--- src/hw/rtl/bhq_pkg.sv ---
// Package for the binary max-heap queue: sizes, command and status codes,
// the heap entry type and the memory request bundle.
// Depends on nothing; imported by bhq_ctrl and the top level.
package bhq_pkg;

  localparam int DEPTH   = 64;
  localparam int PRIO_W  = 16;
  localparam int TAG_W   = 16;
  localparam int CNT_W   = 7;
  localparam int ADDR_W  = $clog2(DEPTH);
  localparam int CHILD_W = ADDR_W + 2;
  localparam int ENTRY_W = PRIO_W + TAG_W;

  localparam logic [1:0] CMD_ENQ  = 2'd0;
  localparam logic [1:0] CMD_DEQ  = 2'd1;
  localparam logic [1:0] CMD_PEEK = 2'd2;

  localparam logic [1:0] STAT_DONE  = 2'd0;
  localparam logic [1:0] STAT_FULL  = 2'd1;
  localparam logic [1:0] STAT_EMPTY = 2'd2;

  typedef struct packed {
    logic [PRIO_W-1:0] prio;
    logic [TAG_W-1:0]  tag;
  } entry_t;

  typedef struct packed {
    logic              we;
    logic [ADDR_W-1:0] waddr;
    entry_t            wdata;
    logic              re;
    logic [ADDR_W-1:0] raddr;
  } mem_req_t;

endpackage

--- src/hw/rtl/bhq_ram.sv ---
// Generic simple dual-port RAM: one write port, one read port with
// registered read data. No dependencies.
module bhq_ram #(
  parameter int WIDTH = 32,
  parameter int DEPTH = 64
) (
  input  logic                     clk,
  input  logic                     we,
  input  logic [$clog2(DEPTH)-1:0] waddr,
  input  logic [WIDTH-1:0]         wdata,
  input  logic                     re,
  input  logic [$clog2(DEPTH)-1:0] raddr,
  output logic [WIDTH-1:0]         rdata
);

  logic [WIDTH-1:0] mem [DEPTH];

  always_ff @(posedge clk) begin
    if (we) begin
      mem[waddr] <= wdata;
    end
    if (re) begin
      rdata <= mem[raddr];
    end
  end

endmodule

--- src/hw/rtl/bhq_ctrl.sv ---
// Heap sequencer: decodes commands, walks the sift-up and sift-down paths
// through the entry RAM and registers the result. Depends on bhq_pkg.
module bhq_ctrl import bhq_pkg::*; (
  input  logic              clk,
  input  logic              rst_n,
  input  logic              start,
  input  logic [1:0]        cmd,
  input  logic [PRIO_W-1:0] prio,
  input  logic [TAG_W-1:0]  tag,
  input  logic [CNT_W-1:0]  limit,
  output logic              busy,
  output mem_req_t          mem_req,
  input  entry_t            rdata,
  output logic              res_valid,
  output logic [1:0]        res_status,
  output logic [PRIO_W-1:0] res_prio,
  output logic [TAG_W-1:0]  res_tag,
  output logic [CNT_W-1:0]  res_count
);

  typedef enum logic [3:0] {
    S_IDLE, S_UP_CHK, S_UP_CMP, S_RD_ROOT, S_RD_LAST,
    S_DN_CHK, S_DN_LEFT, S_DN_RIGHT
  } state_t;

  state_t            state_r, state_nxt;
  logic [CNT_W-1:0]  occ_r, occ_nxt;
  logic [ADDR_W-1:0] i_r, i_nxt;
  logic [ADDR_W-1:0] n_r, n_nxt;
  logic [ADDR_W-1:0] cidx_r, cidx_nxt;
  entry_t            mov_r, mov_nxt;
  entry_t            child_r, child_nxt;
  logic              deq_r, deq_nxt;
  logic              valid_r, valid_nxt;
  logic [1:0]        status_r, status_nxt;
  logic [PRIO_W-1:0] oprio_r, oprio_nxt;
  logic [TAG_W-1:0]  otag_r, otag_nxt;
  logic [CNT_W-1:0]  ocnt_r, ocnt_nxt;

  logic [ADDR_W-1:0]  parent;
  logic [CHILD_W-1:0] left_c, right_c, n_ext;
  logic [CNT_W-1:0]   occ_dec;
  entry_t             big;
  logic [ADDR_W-1:0]  big_idx;

  assign parent  = (i_r - ADDR_W'(1)) >> 1;
  assign left_c  = {1'b0, i_r, 1'b1};
  assign right_c = {1'b0, i_r, 1'b0} + CHILD_W'(2);
  assign n_ext   = CHILD_W'(n_r);
  assign occ_dec = occ_r - CNT_W'(1);
  // pick the right child only if strictly greater than the held left child
  assign big     = (rdata.prio > child_r.prio) ? rdata : child_r;
  assign big_idx = (rdata.prio > child_r.prio) ? right_c[ADDR_W-1:0] : cidx_r;

  always_comb begin
    state_nxt  = state_r;
    occ_nxt    = occ_r;
    i_nxt      = i_r;
    n_nxt      = n_r;
    cidx_nxt   = cidx_r;
    mov_nxt    = mov_r;
    child_nxt  = child_r;
    deq_nxt    = deq_r;
    valid_nxt  = 1'b0;
    status_nxt = status_r;
    oprio_nxt  = oprio_r;
    otag_nxt   = otag_r;
    mem_req    = '0;

    unique case (state_r)
      S_IDLE: begin
        if (start) begin
          status_nxt = STAT_DONE;
          oprio_nxt  = '0;
          otag_nxt   = '0;
          priority if (cmd == CMD_ENQ) begin
            if (occ_r >= limit) begin
              status_nxt = STAT_FULL;
              valid_nxt  = 1'b1;
            end else begin
              mov_nxt   = '{prio: prio, tag: tag};
              i_nxt     = occ_r[ADDR_W-1:0];
              occ_nxt   = occ_r + CNT_W'(1);
              state_nxt = S_UP_CHK;
            end
          end else if (cmd == CMD_DEQ || cmd == CMD_PEEK) begin
            if (occ_r == '0) begin
              status_nxt = STAT_EMPTY;
              valid_nxt  = 1'b1;
            end else begin
              mem_req.re    = 1'b1;
              mem_req.raddr = '0;
              deq_nxt       = (cmd == CMD_DEQ);
              state_nxt     = S_RD_ROOT;
            end
          end else begin
            valid_nxt = 1'b1;
          end
        end
      end
      S_UP_CHK: begin
        if (i_r == '0) begin
          mem_req.we    = 1'b1;
          mem_req.waddr = '0;
          mem_req.wdata = mov_r;
          valid_nxt     = 1'b1;
          state_nxt     = S_IDLE;
        end else begin
          mem_req.re    = 1'b1;
          mem_req.raddr = parent;
          state_nxt     = S_UP_CMP;
        end
      end
      S_UP_CMP: begin
        mem_req.we    = 1'b1;
        mem_req.waddr = i_r;
        if (mov_r.prio > rdata.prio) begin
          mem_req.wdata = rdata;
          i_nxt         = parent;
          state_nxt     = S_UP_CHK;
        end else begin
          mem_req.wdata = mov_r;
          valid_nxt     = 1'b1;
          state_nxt     = S_IDLE;
        end
      end
      S_RD_ROOT: begin
        oprio_nxt = rdata.prio;
        otag_nxt  = rdata.tag;
        if (!deq_r || occ_dec == '0) begin
          if (deq_r) begin
            occ_nxt = occ_dec;
          end
          valid_nxt = 1'b1;
          state_nxt = S_IDLE;
        end else begin
          occ_nxt       = occ_dec;
          n_nxt         = occ_dec[ADDR_W-1:0];
          mem_req.re    = 1'b1;
          mem_req.raddr = occ_dec[ADDR_W-1:0];
          state_nxt     = S_RD_LAST;
        end
      end
      S_RD_LAST: begin
        mov_nxt   = rdata;
        i_nxt     = '0;
        state_nxt = S_DN_CHK;
      end
      S_DN_CHK: begin
        if (left_c >= n_ext) begin
          mem_req.we    = 1'b1;
          mem_req.waddr = i_r;
          mem_req.wdata = mov_r;
          valid_nxt     = 1'b1;
          state_nxt     = S_IDLE;
        end else begin
          mem_req.re    = 1'b1;
          mem_req.raddr = left_c[ADDR_W-1:0];
          state_nxt     = S_DN_LEFT;
        end
      end
      S_DN_LEFT: begin
        if (right_c < n_ext) begin
          child_nxt     = rdata;
          cidx_nxt      = left_c[ADDR_W-1:0];
          mem_req.re    = 1'b1;
          mem_req.raddr = right_c[ADDR_W-1:0];
          state_nxt     = S_DN_RIGHT;
        end else begin
          mem_req.we    = 1'b1;
          mem_req.waddr = i_r;
          if (mov_r.prio < rdata.prio) begin
            mem_req.wdata = rdata;
            i_nxt         = left_c[ADDR_W-1:0];
            state_nxt     = S_DN_CHK;
          end else begin
            mem_req.wdata = mov_r;
            valid_nxt     = 1'b1;
            state_nxt     = S_IDLE;
          end
        end
      end
      S_DN_RIGHT: begin
        mem_req.we    = 1'b1;
        mem_req.waddr = i_r;
        if (mov_r.prio < big.prio) begin
          mem_req.wdata = big;
          i_nxt         = big_idx;
          state_nxt     = S_DN_CHK;
        end else begin
          mem_req.wdata = mov_r;
          valid_nxt     = 1'b1;
          state_nxt     = S_IDLE;
        end
      end
      default: begin
        state_nxt = S_IDLE;
      end
    endcase

    ocnt_nxt = occ_nxt;
  end

  always_ff @(posedge clk) begin
    if (!rst_n) begin
      state_r <= S_IDLE;
      occ_r   <= '0;
      valid_r <= 1'b0;
    end else begin
      state_r <= state_nxt;
      occ_r   <= occ_nxt;
      valid_r <= valid_nxt;
    end
    i_r      <= i_nxt;
    n_r      <= n_nxt;
    cidx_r   <= cidx_nxt;
    mov_r    <= mov_nxt;
    child_r  <= child_nxt;
    deq_r    <= deq_nxt;
    status_r <= status_nxt;
    oprio_r  <= oprio_nxt;
    otag_r   <= otag_nxt;
    ocnt_r   <= ocnt_nxt;
  end

  assign busy       = (state_r != S_IDLE);
  assign res_valid  = valid_r;
  assign res_status = status_r;
  assign res_prio   = oprio_r;
  assign res_tag    = otag_r;
  assign res_count  = ocnt_r;

endmodule

--- src/hw/rtl/binary_max_heap_queue.sv ---
// Top level of the binary max-heap priority queue: capacity register,
// heap sequencer and entry RAM. Depends on bhq_pkg, bhq_ctrl and bhq_ram.
//
// Usage:
//   Command channel: drive in_cmd (0 enqueue, 1 dequeue, 2 peek),
//   in_priority_req and in_tag with start high; the transaction is taken at
//   a rising edge where start is high and busy is low. Busy stays high
//   while the heap is being walked.
//   Result channel: out_valid is high for exactly one cycle with out_status,
//   out_priority, out_tag and out_count. The receiver cannot stall, so the
//   result must be taken in that cycle.
//   Sequence: full, empty and unused commands answer straight from idle;
//   peek reads the root; enqueue reads one parent per level climbed, then
//   writes the new entry in place; dequeue reads the root and, unless it
//   takes the last entry, the last entry and the children of each level
//   descended. The next command may start in the cycle of out_valid.
//   Configuration: cfg_capacity is written when cfg_valid and cfg_ready are
//   both high; cfg_ready is high while no command is in flight.
//   Reset (rst_n low, synchronous): empties the queue and sets the capacity
//   to the full heap depth. The entry RAM is not cleared; only written
//   entries are ever read.
module binary_max_heap_queue import bhq_pkg::*; (
  input  logic              clk,
  input  logic              rst_n,
  input  logic              start,
  output logic              busy,
  input  logic [1:0]        in_cmd,
  input  logic [PRIO_W-1:0] in_priority_req,
  input  logic [TAG_W-1:0]  in_tag,
  output logic              out_valid,
  output logic [1:0]        out_status,
  output logic [PRIO_W-1:0] out_priority,
  output logic [TAG_W-1:0]  out_tag,
  output logic [CNT_W-1:0]  out_count,
  input  logic              cfg_valid,
  output logic              cfg_ready,
  input  logic [CNT_W-1:0]  cfg_capacity
);

  logic [CNT_W-1:0] cap_r;
  logic [CNT_W-1:0] limit;
  mem_req_t         mem_req;
  entry_t           rdata;
  logic             ctrl_busy;

  // take capacity writes only while no transaction is in flight
  assign cfg_ready = !ctrl_busy;

  always_ff @(posedge clk) begin
    if (!rst_n) begin
      cap_r <= CNT_W'(DEPTH);
    end else if (cfg_valid && cfg_ready) begin
      cap_r <= cfg_capacity;
    end
  end

  // saturate the capacity to the heap depth; zero makes every enqueue full
  assign limit = (cap_r > CNT_W'(DEPTH)) ? CNT_W'(DEPTH) : cap_r;

  bhq_ctrl u_ctrl (
    .clk       (clk),
    .rst_n     (rst_n),
    .start     (start),
    .cmd       (in_cmd),
    .prio      (in_priority_req),
    .tag       (in_tag),
    .limit     (limit),
    .busy      (ctrl_busy),
    .mem_req   (mem_req),
    .rdata     (rdata),
    .res_valid (out_valid),
    .res_status(out_status),
    .res_prio  (out_priority),
    .res_tag   (out_tag),
    .res_count (out_count)
  );

  // entry store: priority and tag side by side in one word
  bhq_ram #(
    .WIDTH(ENTRY_W),
    .DEPTH(DEPTH)
  ) u_ram (
    .clk  (clk),
    .we   (mem_req.we),
    .waddr(mem_req.waddr),
    .wdata(mem_req.wdata),
    .re   (mem_req.re),
    .raddr(mem_req.raddr),
    .rdata(rdata)
  );

  assign busy = ctrl_busy;

endmodule
--- config.mk ---
export PLATFORM = sky130hd
export DESIGN_NAME = binary_max_heap_queue
export DESIGN_NICKNAME = d
export VERILOG_FILES = /design/src/hw/rtl/bhq_pkg.sv /design/src/hw/rtl/bhq_ram.sv /design/src/hw/rtl/bhq_ctrl.sv /design/src/hw/rtl/binary_max_heap_queue.sv
export SDC_FILE = /design/constraint.sdc
export NUM_CORES = 2
export LEC_CHECK = 0
export BUFFER_PORTS_ARGS = -buffer_cell sky130_fd_sc_hd__buf_2
export CELL_PAD_IN_SITES_DETAIL_PLACEMENT = 0
export CELL_PAD_IN_SITES_GLOBAL_PLACEMENT = 1
export CORE_UTILIZATION = 35
export DETAILED_ROUTE_END_ITERATION = 8
export PLACE_DENSITY = 0.55
export SETUP_SLACK_MARGIN = 0.2
export SLEW_MARGIN = 20
export SYNTH_ARGS = -nofsm -noshare
export SYNTH_HDL_FRONTEND = slang
export SYNTH_SLANG_ARGS = --single-unit
--- constraint.sdc ---
create_clock -name clk -period 6.6 [get_ports clk]
set_clock_uncertainty 0.05 [all_clocks]
set_input_delay 0.33 -clock clk [delete_from_list [all_inputs] [get_ports clk]]
set_output_delay 0.33 -clock clk [all_outputs]
set_load 0.005 [all_outputs]
==> results.sh <==
export IMPL_async_flop_share=0
export IMPL_vias_per_cell=5.444
export IMPL_totalWireLength_mm=277.1
export IMPL_worst_ir_drop_vdd_v=0.0002654
export IMPL_rsz0062_at_grt="false"
export IMPL_drv_slew=0
export IMPL_clockBufferDepth=3
export IMPL_io_pin_count=89
export IMPL_end_kind="flip-flop"
export IMPL_grt_usage=0.2125
export IMPL_synth_compound_area_frac=0.06045
export IMPL_ant_nets=0
export IMPL_cts_hold_buffers=58
export IMPL_power_per_cell_area_mw_per_mm2=393.7
export IMPL_die_area_mm2=0.2588
export IMPL_maxSlewHeadroom=0.2103
export IMPL_routed_via_count=51350
export IMPL_crit_family="simple AND/OR/NAND/NOR gates"
export IMPL_synth_top_family_by_area="multiplexers"
export IMPL_grt_first_pass_wirelength_mm=388.4
export IMPL_synthXorXnorAreaFrac=0.0009746
export IMPL_worst_slew_pin_slew_ns=1.183
export IMPL_syn_nets=5686
export IMPL_critPathMaxStageDelay_ns=1.03
export IMPL_cp_startpoint="u_ctrl.i_r[0]"
export IMPL_crit_path_cell_trace="inv_1, ha_1, ha_1, o21ai_0, a21oi_1, o31ai_2, a31oi_1, o21ai_0, nor2_1, nand4_1, nor2_4, buf_4"
export IMPL_arrival_ns=6.48
export IMPL_hpwl_mm=157.1
export IMPL_drv_cap=0
export IMPL_port_buffers=88
export IMPL_post_place_ws_ns=0.6200
export IMPL_power_leakage_nw=35.61
export IMPL_cp_slowest_cell="nor2_4"
export IMPL_clock_latency_ns=0.90
export IMPL_die_x_um=508.7
export IMPL_cts_tree="yes"
export IMPL_yosys_area_top_type="edfxtp_1"
export IMPL_area_growth_pct=15.83
export IMPL_antenna_found_initial=13
export IMPL_grt_pass1_vias=50900
export IMPL_ys_ff_latch=2221
export IMPL_drtPass1Iterations=5
export IMPL_ys_flop_type="edfxtp_1"
export IMPL_worstSetupStartpointType="flip-flop"
export IMPL_synth_adder_area_share=0.01016
export IMPL_post_cts_setup_buffers=0
export IMPL_initial_core_util=0.3530
export IMPL_setup_viol=0
export IMPL_drtIter0Drc=4827
export IMPL_syn_cell_area_mm2=0.08987
export IMPL_layout_setup_ws_ns=0.6458
export IMPL_r2r_start="u_ctrl.i_r[0]"
export IMPL_fp_row_count=185
export IMPL_grt_overflow=0
export IMPL_drive_above_1_share=0.1735
export IMPL_post_route_period_util=0.9021
export IMPL_cts_reportedPaths_clkPinSlew_ns=0.06
export IMPL_postLayoutCoreUtil=0.4088
export IMPL_synth_edf_count=2196
export IMPL_yosysWarnings=0
export IMPL_cts_sinks=2221
export IMPL_synthDistinctLibCells=77
export IMPL_cp_max_fo=17
export IMPL_root_buffer="clkbuf_16"
export IMPL_synth_top_area_frac=0.7338
export IMPL_hold_class="input port to flip-flop"
export IMPL_die_h_um=508.7
export IMPL_path_buf_inv=2
export IMPL_drc=0
export IMPL_fin_nets=5982
export IMPL_htreeDepth=4
export IMPL_holdWs_ns=0.2456
export IMPL_cts_repair_resized=0
export IMPL_outcome="completed"
export IMPL_gp_congestion=0.8331
export IMPL_min_period_ns=5.954
export IMPL_synthCells=5568
export IMPL_fmax_mhz=167.9
export IMPL_syn_avg_cell_area_um2=16.14
export IMPL_synth_area_leaders="edfxtp_1 73%, mux4_2 5.4%, nand2_1 3.6%"
export IMPL_hp_start="in_tag[12]"
export IMPL_synth_mux_area_frac=0.08622
export IMPL_path_class="flip-flop to flip-flop"
export IMPL_core_mm2=0.2546
export IMPL_setup_total_negative_slack_ns=0
export IMPL_critPathRequiredTime_ns=7.12
export IMPL_grt_max_degree=105
export IMPL_yosys_area_share_simple=0.07877
export IMPL_numCtsBuffers=231
export IMPL_hold_violations=0
export IMPL_drt_wirelength_per_cell_um=29.37
export IMPL_ys_seq_area_frac=0.7393
-- synthesized netlist by cell type, types with 24 or more instances --
library cell	count
mux2i_1	251
a221o_1	32
nand2_1	868
mux4_2	216
o22ai_1	33
ha_1	73
clkbuf_1	166
buf_2	101
and3_1	176
dfxtp_1	25
a21o_1	24
o21ai_0	59
and2_1	25
inv_1	57
a311oi_1	126
a221oi_1	24
buf_4	42
nand3_1	252
a21oi_1	207
nor2_1	175
a22oi_1	58
nor2b_1	26
edfxtp_1	2196
mux2_2	33
a31oi_1	49
buf_6	26
a211o_1	46
-- cells by family (layout without fill, tap and decap cells) --
| kind of cell | count (synthesis) | in the layout |
|---|---|---|
| compound gates | 760 | 760 |
| xor+xnor | 10 | 10 |
| fa+ha+maj | 73 | 73 |
| buf+inv | 412 | 900 |
| flops | 2221 | 2221 |
| mux | 500 | 500 |
| other cells | 0 | 10 |
| simple gates | 1592 | 1592 |
-- power breakdown --
part           switching [mW]  internal (mW)  leakage, nW
combinational            7.41           3.26         11.6
sequential              0.339           17.2         20.5
clock                    5.52           7.25         3.56
total                    13.3           27.7         35.6
-- worst paths after layout --
kind                        endpoint  slack (ns)  depth (start not counted)
setup / recovery   u_ram.mem[36][10]        0.65                         12
hold / removal      u_ctrl.mov_r[12]        0.25                          3
setup reg to reg   u_ram.mem[36][10]        0.65                         12
hold reg to reg   u_ctrl.child_r[12]        0.46                          0
-- cell usage in the layout (no fill, tap or decap), types with 126 or more instances in the layout --
| master | netlist | layout |
|---|---|---|
| edfxtp_1 | 2196 | 2196 |
| nand2_1 | 868 | 866 |
| nand3_1 | 252 | 252 |
| mux2i_1 | 251 | 251 |
| clkbuf_16 | 0 | 232 |
| mux4_2 | 216 | 216 |
| a21oi_1 | 207 | 206 |
| buf_4 | 42 | 202 |
| and3_1 | 176 | 175 |
| a311oi_1 | 126 | 126 |
-- final cells by class --
class | instances | area (um^2)
Antenna cell | 10 | 25.02
Clock buffer | 286 | 6008
Clock inverter | 139 | 1311
Fill cell | 23030 | 150500
Inverter | 57 | 214.0
Multi-Input combinational cell | 2935 | 21940
Sequential cell | 2221 | 66440
Tap cell | 3366 | 4212
Timing Repair Buffer | 418 | 3939
-- registers in the layout, summed over array words and instances (netlist names), 5 cells and up --
signal / count
u_ctrl.res_count: 7
u_ctrl.res_prio: 16
u_ctrl.occ_r: 7
u_ram.mem: 2048
u_ctrl.n_r: 6
u_ctrl.cidx_r: 5
u_ctrl.mov_r: 32
u_ctrl.i_r: 6
u_ctrl.res_tag: 16
u_ctrl.child_r: 32
cap_r: 7
u_ram.rdata: 32
-- metal layers --
metal	vias to the layer above	routed length, um	share of wire	global-route usage
li1	22420	-	-	-
met1	27000	122400	0.44	0.2919
met2	1564	125400	0.45	0.3282
met3	366	18840	0.068	0.04592
met4	2	10400	0.038	0.08287
met5	-	13	0.000047	0
-- stage by stage --
stage	power [mW]	instance area, um^2	std cells
2_1_floorplan	23.45	89870	5568
4_1_cts	41.31	104100	9422
5_1_grt	42.48	104100	9423
6_report	40.98	104100	9432
3_3_place_gp	28.42	96150	8939
3_5_place_dp	28.48	96150	8939
-- worst min-delay path: stages --
cell and delay (ns):
dlygate4sd3_1 0.51, buf_2 0.10, mux2_2 0.13
No activity file was read; power rests on OpenSTA's default activity.
